<file path="src/hw/rtl/rars_pkg.sv">
// Shared types, constants and helpers for the range-add / range-sum array.
// Used by rars_tree, rars_ctrl and the top level; no dependencies.
`default_nettype none

package rars_pkg;

  // Storage geometry
  localparam int MAX_ELEMENTS = 1024;
  localparam int ADDR_W       = $clog2(MAX_ELEMENTS);
  localparam int DATA_W       = 32;

  // Fixed field widths
  localparam int FUNC_W       = 2;
  localparam int IDX_FIELD_W  = 10;
  localparam int LEN_W        = 11;
  localparam int IN_DATA_W    = 56;
  localparam int OUT_DATA_W   = 32;

  // Tree walk index: holds 1-based positions and the overshoot of an update walk
  localparam int IDX_W = ((ADDR_W + 1 > IDX_FIELD_W + 1) ? ADDR_W + 1 : IDX_FIELD_W + 1) + 1;

  localparam logic [LEN_W-1:0] LEN_RESET = LEN_W'(1024);

  // Operation codes
  localparam logic [FUNC_W-1:0] FUNC_ADD  = 2'd0;
  localparam logic [FUNC_W-1:0] FUNC_SUM  = 2'd1;
  localparam logic [FUNC_W-1:0] FUNC_READ = 2'd2;

  typedef logic [DATA_W-1:0] word_t;
  typedef logic [IDX_W-1:0]  idx_t;

  // Access request shared by both tree memories
  typedef struct packed {
    logic              wr_en;
    logic [ADDR_W-1:0] wr_addr;
    logic              rd_en;
    logic [ADDR_W-1:0] rd_addr;
  } mem_req_t;

  // Lowest set bit of a tree index
  function automatic idx_t low_bit(input idx_t i);
    return i & (~i + 1'b1);
  endfunction

endpackage

`default_nettype wire

</file>
<file path="src/hw/rtl/rars_ctrl.sv">
// Sequencer for the range-add / range-sum array: range checks, tree walks,
// shared multiplier, clear pass and output register. Depends on rars_pkg.
`default_nettype none

module rars_ctrl (
  input  logic                         clk,
  input  logic                         rst_n,
  // input transaction
  input  logic                         in_valid,
  output logic                         in_ready,
  input  logic [rars_pkg::FUNC_W-1:0]  in_func,
  input  logic [rars_pkg::IDX_FIELD_W-1:0] in_first,
  input  logic [rars_pkg::IDX_FIELD_W-1:0] in_last,
  input  rars_pkg::word_t              in_delta,
  // result transaction
  output logic                         out_valid,
  input  logic                         out_ready,
  output rars_pkg::word_t              out_value,
  // length register
  input  logic                         cfg_wen,
  input  logic [rars_pkg::LEN_W-1:0]   cfg_wdata,
  // tree memories
  output rars_pkg::mem_req_t           mem_req,
  output rars_pkg::word_t              wr_data_d,
  output rars_pkg::word_t              wr_data_w,
  input  rars_pkg::word_t              rd_data_d,
  input  rars_pkg::word_t              rd_data_w
);
  import rars_pkg::*;

  localparam logic [2:0] ST_CLEAR = 3'd0;
  localparam logic [2:0] ST_IDLE  = 3'd1;
  localparam logic [2:0] ST_PREP  = 3'd2;
  localparam logic [2:0] ST_MUL   = 3'd3;
  localparam logic [2:0] ST_RD    = 3'd4;
  localparam logic [2:0] ST_UPD   = 3'd5;
  localparam logic [2:0] ST_TOT   = 3'd6;
  localparam logic [2:0] ST_DONE  = 3'd7;

  localparam idx_t MAX_IDX = IDX_W'(MAX_ELEMENTS);

  logic [2:0]        state_r, state_nxt;
  logic [ADDR_W-1:0] clr_addr_r, clr_addr_nxt;
  logic [LEN_W-1:0]  array_length_r;
  logic [FUNC_W-1:0] func_r, func_nxt;
  idx_t              first_r, first_nxt;
  idx_t              last_r, last_nxt;
  idx_t              hi_r, hi_nxt;
  word_t             delta_r, delta_nxt;
  logic              walk_r, walk_nxt;
  idx_t              idx_r, idx_nxt;
  word_t             acc_d_r, acc_d_nxt;
  word_t             acc_w_r, acc_w_nxt;
  word_t             prod_r, prod_nxt;
  word_t             hi_tot_r, hi_tot_nxt;
  word_t             res_r, res_nxt;
  logic              out_valid_r, out_valid_nxt;
  word_t             out_data_r, out_data_nxt;

  // Range checks against the effective length
  idx_t  len_ext, len, last_c, prep_hi;
  logic  prep_empty;
  logic  is_add, in_range;
  word_t mul_a, tot, step_d, step_w;
  idx_t  mul_b, idx_lsb;

  always_comb begin
    len_ext = IDX_W'(array_length_r);
    len     = (len_ext < MAX_IDX) ? len_ext : MAX_IDX;
    last_c  = ((len != '0) && (last_r > len - 1'b1)) ? len - 1'b1 : last_r;
    if (func_r == FUNC_READ) begin
      prep_empty = (first_r >= len);
      prep_hi    = first_r + 1'b1;
    end else begin
      prep_empty = (len == '0) || (first_r >= len) || (first_r > last_c);
      prep_hi    = last_c + 1'b1;
    end
  end

  // Datapath helpers
  always_comb begin
    is_add   = (func_r == FUNC_ADD);
    in_range = (idx_r != '0) && (!is_add || (idx_r <= MAX_IDX));
    idx_lsb  = low_bit(idx_r);
    mul_a    = is_add ? delta_r : acc_d_r;
    mul_b    = (is_add == walk_r) ? hi_r : first_r;
    tot      = prod_r - acc_w_r;
    step_d   = walk_r ? (word_t'(0) - delta_r) : delta_r;
    step_w   = walk_r ? (word_t'(0) - prod_r) : prod_r;
  end

  // Sequencer
  always_comb begin
    state_nxt     = state_r;
    clr_addr_nxt  = clr_addr_r;
    func_nxt      = func_r;
    first_nxt     = first_r;
    last_nxt      = last_r;
    hi_nxt        = hi_r;
    delta_nxt     = delta_r;
    walk_nxt      = walk_r;
    idx_nxt       = idx_r;
    acc_d_nxt     = acc_d_r;
    acc_w_nxt     = acc_w_r;
    prod_nxt      = prod_r;
    hi_tot_nxt    = hi_tot_r;
    res_nxt       = res_r;
    out_valid_nxt = out_valid_r && !out_ready;
    out_data_nxt  = out_data_r;
    mem_req       = '0;
    mem_req.rd_addr = ADDR_W'(idx_r - 1'b1);
    mem_req.wr_addr = ADDR_W'(idx_r - 1'b1);
    wr_data_d     = rd_data_d + step_d;
    wr_data_w     = rd_data_w + step_w;
    in_ready      = (state_r == ST_IDLE);

    unique case (state_r)
      // Zero both trees after reset, one entry per cycle
      ST_CLEAR: begin
        mem_req.wr_en   = 1'b1;
        mem_req.wr_addr = clr_addr_r;
        wr_data_d       = '0;
        wr_data_w       = '0;
        clr_addr_nxt    = clr_addr_r + 1'b1;
        if (clr_addr_r == ADDR_W'(MAX_ELEMENTS - 1)) begin
          state_nxt = ST_IDLE;
        end
      end
      ST_IDLE: begin
        if (in_valid) begin
          func_nxt  = in_func;
          first_nxt = IDX_W'(in_first);
          last_nxt  = IDX_W'(in_last);
          delta_nxt = in_delta;
          state_nxt = ST_PREP;
        end
      end
      ST_PREP: begin
        hi_nxt    = prep_hi;
        walk_nxt  = 1'b0;
        acc_d_nxt = '0;
        acc_w_nxt = '0;
        priority if (func_r != FUNC_ADD && func_r != FUNC_SUM && func_r != FUNC_READ) begin
          state_nxt = ST_IDLE;
        end else if (func_r == FUNC_ADD) begin
          state_nxt = prep_empty ? ST_IDLE : ST_MUL;
        end else if (prep_empty) begin
          res_nxt   = '0;
          state_nxt = ST_DONE;
        end else begin
          idx_nxt   = prep_hi;
          state_nxt = ST_RD;
        end
      end
      // Shared multiplier: index-weighted delta, or prefix count times tree sum
      ST_MUL: begin
        prod_nxt = mul_a * DATA_W'(mul_b);
        if (is_add) begin
          idx_nxt   = walk_r ? hi_r + 1'b1 : first_r + 1'b1;
          state_nxt = ST_RD;
        end else begin
          state_nxt = ST_TOT;
        end
      end
      // Issue a tree read, or finish the walk
      ST_RD: begin
        if (in_range) begin
          mem_req.rd_en = 1'b1;
          state_nxt     = ST_UPD;
        end else if (is_add) begin
          walk_nxt  = 1'b1;
          state_nxt = walk_r ? ST_IDLE : ST_MUL;
        end else begin
          state_nxt = ST_MUL;
        end
      end
      // Read data is back: write it updated, or accumulate it
      ST_UPD: begin
        if (is_add) begin
          mem_req.wr_en = 1'b1;
          idx_nxt       = idx_r + idx_lsb;
        end else begin
          acc_d_nxt = acc_d_r + rd_data_d;
          acc_w_nxt = acc_w_r + rd_data_w;
          idx_nxt   = idx_r - idx_lsb;
        end
        state_nxt = ST_RD;
      end
      // Prefix total; second pass forms the difference of the two prefixes
      ST_TOT: begin
        if (!walk_r) begin
          hi_tot_nxt = tot;
          walk_nxt   = 1'b1;
          idx_nxt    = first_r;
          acc_d_nxt  = '0;
          acc_w_nxt  = '0;
          state_nxt  = ST_RD;
        end else begin
          res_nxt   = hi_tot_r - tot;
          state_nxt = ST_DONE;
        end
      end
      ST_DONE: begin
        if (!out_valid_r || out_ready) begin
          out_valid_nxt = 1'b1;
          out_data_nxt  = res_r;
          state_nxt     = ST_IDLE;
        end
      end
      default: state_nxt = ST_IDLE;
    endcase
  end

  // Control registers
  always_ff @(posedge clk) begin
    if (!rst_n) begin
      state_r        <= ST_CLEAR;
      clr_addr_r     <= '0;
      out_valid_r    <= 1'b0;
      array_length_r <= LEN_RESET;
    end else begin
      state_r     <= state_nxt;
      clr_addr_r  <= clr_addr_nxt;
      out_valid_r <= out_valid_nxt;
      if (cfg_wen) begin
        array_length_r <= cfg_wdata;
      end
    end
  end

  // Payload registers
  always_ff @(posedge clk) begin
    func_r     <= func_nxt;
    first_r    <= first_nxt;
    last_r     <= last_nxt;
    hi_r       <= hi_nxt;
    delta_r    <= delta_nxt;
    walk_r     <= walk_nxt;
    idx_r      <= idx_nxt;
    acc_d_r    <= acc_d_nxt;
    acc_w_r    <= acc_w_nxt;
    prod_r     <= prod_nxt;
    hi_tot_r   <= hi_tot_nxt;
    res_r      <= res_nxt;
    out_data_r <= out_data_nxt;
  end

  assign out_valid = out_valid_r;
  assign out_value = out_data_r;

endmodule

`default_nettype wire

</file>
<file path="config.mk">
export PLATFORM = sky130hd
export DESIGN_NAME = rars_ctrl
export DESIGN_NICKNAME = d
export VERILOG_FILES = /design/src/hw/rtl/rars_pkg.sv /design/src/hw/rtl/rars_ctrl.sv
export SDC_FILE = /design/constraint.sdc
export NUM_CORES = 2
export LEC_CHECK = 0
export BUFFER_PORTS_ARGS = -buffer_cell sky130_fd_sc_hd__buf_2
export CORE_UTILIZATION = 45
export CTS_CLUSTER_SIZE = 24
export DETAILED_ROUTE_END_ITERATION = 12
export PLACE_DENSITY = 0.71
export SLEW_MARGIN = 20
export SYNTH_ARGS = -nofsm -noshare
export SYNTH_HDL_FRONTEND = slang
export SYNTH_SLANG_ARGS = --single-unit
export TNS_END_PERCENT = 100
</file>
<file path="constraint.sdc">
create_clock -name clk -period 9 [get_ports clk]
set_input_delay 0.45 -clock clk [delete_from_list [all_inputs] [get_ports clk]]
set_output_delay 0.45 -clock clk [all_outputs]
set_load 0.01 [all_outputs]
</file>
==> flow_summary.ini <==
[logic_synthesis]
ys_types = 83
syn-cell-area_um2 = 32530
synthArstFlopShare = 0
yosysSeqAreaShare = 0.2656
synth_edf_count = 271
yosysWarnings = 0
synthFlopType = edfxtp_1
synth_area_per_cell_um2 = 9.119
synth.ff_latch_count = 296
syn_inst = 3567
synth_nets = 4231

[clock_network]
cts_resized = 0
postCtsSetupBuffers = 0
clkTransAtPathRegs_ns = 0.06
htree_num_levels = 2
cts_root_buffer = clkbuf_16
cts_hold_buf = 0
clock_path_buffers = 3
cts_tree = done
clock-sinks = 296
numCtsBuffers = 38
insertion_delay_ns = 0.59

[route]
first_pass_iters = 6
drc_errors = 0
wl_per_cell_um = 18.57
routed_via_density = 5.590
drt_iter0_drc = 2154
dr_total_vias = 26700
wl_mm = 88.68
drtAntennaViolNets = 0

[cells_and_area]
syn2layout_area_growth_pct = 11.31
instances_no_fill = 4776
fillers = 6576
fin_nets = 4460
drive_gt1_frac = 0.1103

[flow_run]
maxCapViolCount = 0

[timing]
hold_ws_ns = 0.04068
finalSetupViolCount = 0
fin_ws_ns = 1.316
fmax_ghz = 0.1301
skew_ns = 0.02369
drv_slew = 0
period_needed_ns = 7.684
hold_viol = 0
finalCritPeriodShare = 0.8538
worstMarginPinSlew_ns = 1.110
rsz0062_at_grt = no
slew-limit-headroom = 0.2572
final.setup.tns_ns = 0

[grt]
grt_pass1_wl_mm = 140.6
busiest_layer = met2
grt_start_max_net_pins = 65
grt.overflow.total = 0
grtUsageMet1 = 0.3149
use_met2 = 0.4040
met3_usage = 0.03151
antenna_found_initial = 2
grt_pass1_vias = 26080
gr-usage-all-layers = 0.2401

[die]
initial_utilization = 0.4550
dieArea_um2 = 73360
dieWidth_um = 270.9
core-area_um2 = 71490
rows = 98
die_y_um = 270.9
ios = 254

[critical_path]
crit_path_end = prod_r[27]
critPathArrivalTime_ns = 8.00
crit_required_ns = 9.32
crit_path_end_kind = register
rrSetupSlack_ns = 1.32
r2r-start = func_r[1]
r2r_end = prod_r[27]
reg2regPathDepth = 26
worst-path-max-fanout = 15
cp-start-kind = register
crit_start = func_r[1]
crit_type = register to register

[placed_design]
placed_cells = 4704
io_buffers = 253
pre_cts_ws_ns = 1.408
dp_hpwl_mm = 70.42
routabilityCongestion = 0.9192

[min_path]
min_path_type = input pin to register

[pwr]
p_leak_uw = 0.01563
vdd_drop_max_uv = 128.6
powerDensity_nw_per_um2 = 93.80

[run_status]
status = finished, final reports clean
worst max-delay path, stage by stage, from the launching register on:
cell	delay, ns
edfxtp_1	0.37
inv_1	0.08
ha_4	0.16
ha_1	0.70
mux2i_2	0.87
buf_4	0.34
nor2_1	0.09
fa_1	0.51
inv_1	0.05
fa_1	0.55
fa_1	0.44
fa_1	0.49
inv_1	0.05
fa_1	0.43
ha_1	0.35
a21oi_1	0.14
nor2b_1	0.05
o21ai_0	0.14
nand2b_1	0.12
a2111o_1	0.44
nand2_1	0.07
o21a_1	0.22
a21oi_1	0.11
a21oi_1	0.25
o21bai_1	0.10
a21oi_1	0.18
xnor2_1	0.09
layout by cell type, fill, tap and decap left out, types with 15 or more instances in the layout:
| master | synthesis | layout |
|---|---|---|
| nand2_1 | 419 | 418 |
| inv_1 | 387 | 387 |
| nor2_1 | 331 | 329 |
| ha_1 | 284 | 283 |
| edfxtp_1 | 271 | 271 |
| buf_2 | 1 | 253 |
| fa_1 | 246 | 246 |
| xnor2_1 | 233 | 233 |
| a21oi_1 | 171 | 171 |
| o21ai_0 | 147 | 147 |
| a21o_1 | 110 | 110 |
| xor2_1 | 82 | 82 |
| nor2b_1 | 62 | 62 |
| nor3_1 | 64 | 61 |
| nand3_1 | 60 | 60 |
| mux2i_1 | 52 | 49 |
| nand2b_1 | 48 | 48 |
| mux2_2 | 41 | 41 |
| o31ai_1 | 38 | 38 |
| clkbuf_16 | 0 | 38 |
| o21a_1 | 35 | 35 |
| and3_1 | 32 | 32 |
| buf_4 | 0 | 28 |
| o21bai_1 | 26 | 26 |
| and2_1 | 26 | 26 |
| dfxtp_1 | 25 | 25 |
| or3_1 | 24 | 24 |
| a211oi_1 | 24 | 24 |
| a31oi_1 | 23 | 23 |
| nand4_1 | 18 | 18 |
| a21boi_0 | 18 | 18 |
| or4_1 | 16 | 16 |
| o41ai_1 | 15 | 15 |
area by class of cell:
class                           instances  area [um2]  area share
Tap cell                              950        1189     0.03283
Clock inverter                         21       264.0    0.007292
Inverter                              388        1456     0.04023
Clock buffer                           48       988.4     0.02730
Timing Repair Buffer                  283        1519     0.04195
Sequential cell                       296        8638      0.2386
Multi-Input combinational cell       2789       22150      0.6117
Antenna cell                            1       2.502  0.00006912
synthesized netlist by cell type (all sizes together), types with 25 or more instances:
master    n  area share
nand2b   48      0.0092
dfxtp    25       0.015
a211oi   25      0.0059
and3     32      0.0062
edfxtp  271        0.25
xor2     82       0.022
o21a     35      0.0081
mux2i    54       0.017
a21oi   171       0.026
or3      25      0.0048
clkbuf   70      0.0081
nand2   420       0.049
a21o    110       0.025
nor3     64      0.0098
nand3    60      0.0092
nor2    331       0.038
ha      284        0.11
o31ai    38      0.0088
o21bai   26      0.0060
fa      246        0.15
nor2b    62       0.012
xnor2   233       0.063
and2     26      0.0050
inv     387       0.045
o21ai   150       0.023
mux2     41       0.014
routing by layer:
metal	share of wire	vias to the layer above	wire length, um
li1	-	12730	-
met3	0.067	166	5930
met2	0.47	995	41810
met5	0	-	0
met1	0.42	12800	37620
met4	0.037	0	3325
sequential cells by signal, indices dropped and copies added, names as in the netlist:
name	count
first_r	10
hi_r	12
last_r	10
walk_r	1
clr_addr_r	10
func_r	2
delta_r	32
prod_r	32
state_r	3
array_length_r	11
res_r	32
out_value	32
out_valid	1
acc_w_r	32
idx_r	12
hi_tot_r	32
acc_d_r	32
worst min path at each step:
stage               depth (start not counted)  slack, ns             to         start
floorplan                                   0       0.40   out_value[0]      res_r[0]
global placement                            0       0.40  out_value[11]     res_r[11]
detailed placement                          0       0.41  out_value[15]     res_r[15]
CTS                                         1       0.02    delta_r[11]  in_delta[11]
global route                                1       0.04     delta_r[2]   in_delta[2]
finish                                      1       0.04    delta_r[11]  in_delta[11]
report_power, final:
group | leakage (uW) | internal, uW | total, uW | switching (uW)
Clock | 0.000601 | 904 | 1560 | 656
Combinational | 0.0125 | 149 | 342 | 192
Sequential | 0.00248 | 1490 | 1490 | 6.07
Total | 0.0156 | 2540 | 3400 | 854
metrics by stage:
stage | area (um2) | util | total power (uW)
floorplan | 32530 | - | 1755
detailed placement | 34900 | 0.4882 | 1857
global placement | 34900 | 0.4882 | 1854
CTS | 36150 | 0.5057 | 3421
global route | 36200 | 0.5064 | 3505
finish | 36210 | 0.5065 | 3396
kinds of logic after synthesis:
group | after synthesis | synth area share
AO/OA/AOI/OAI | 701 | 0.1407
XOR/XNOR | 315 | 0.08482
adder cells (fa/ha/maj) | 533 | 0.2617
buffers and inverters | 482 | 0.05635
flip-flops | 296 | 0.2656
multiplexers | 95 | 0.03131
other | 1 | 0.0001153
AND/OR/NAND/NOR | 1144 | 0.1595
Note: power is estimated with default switching activity, not from simulation.
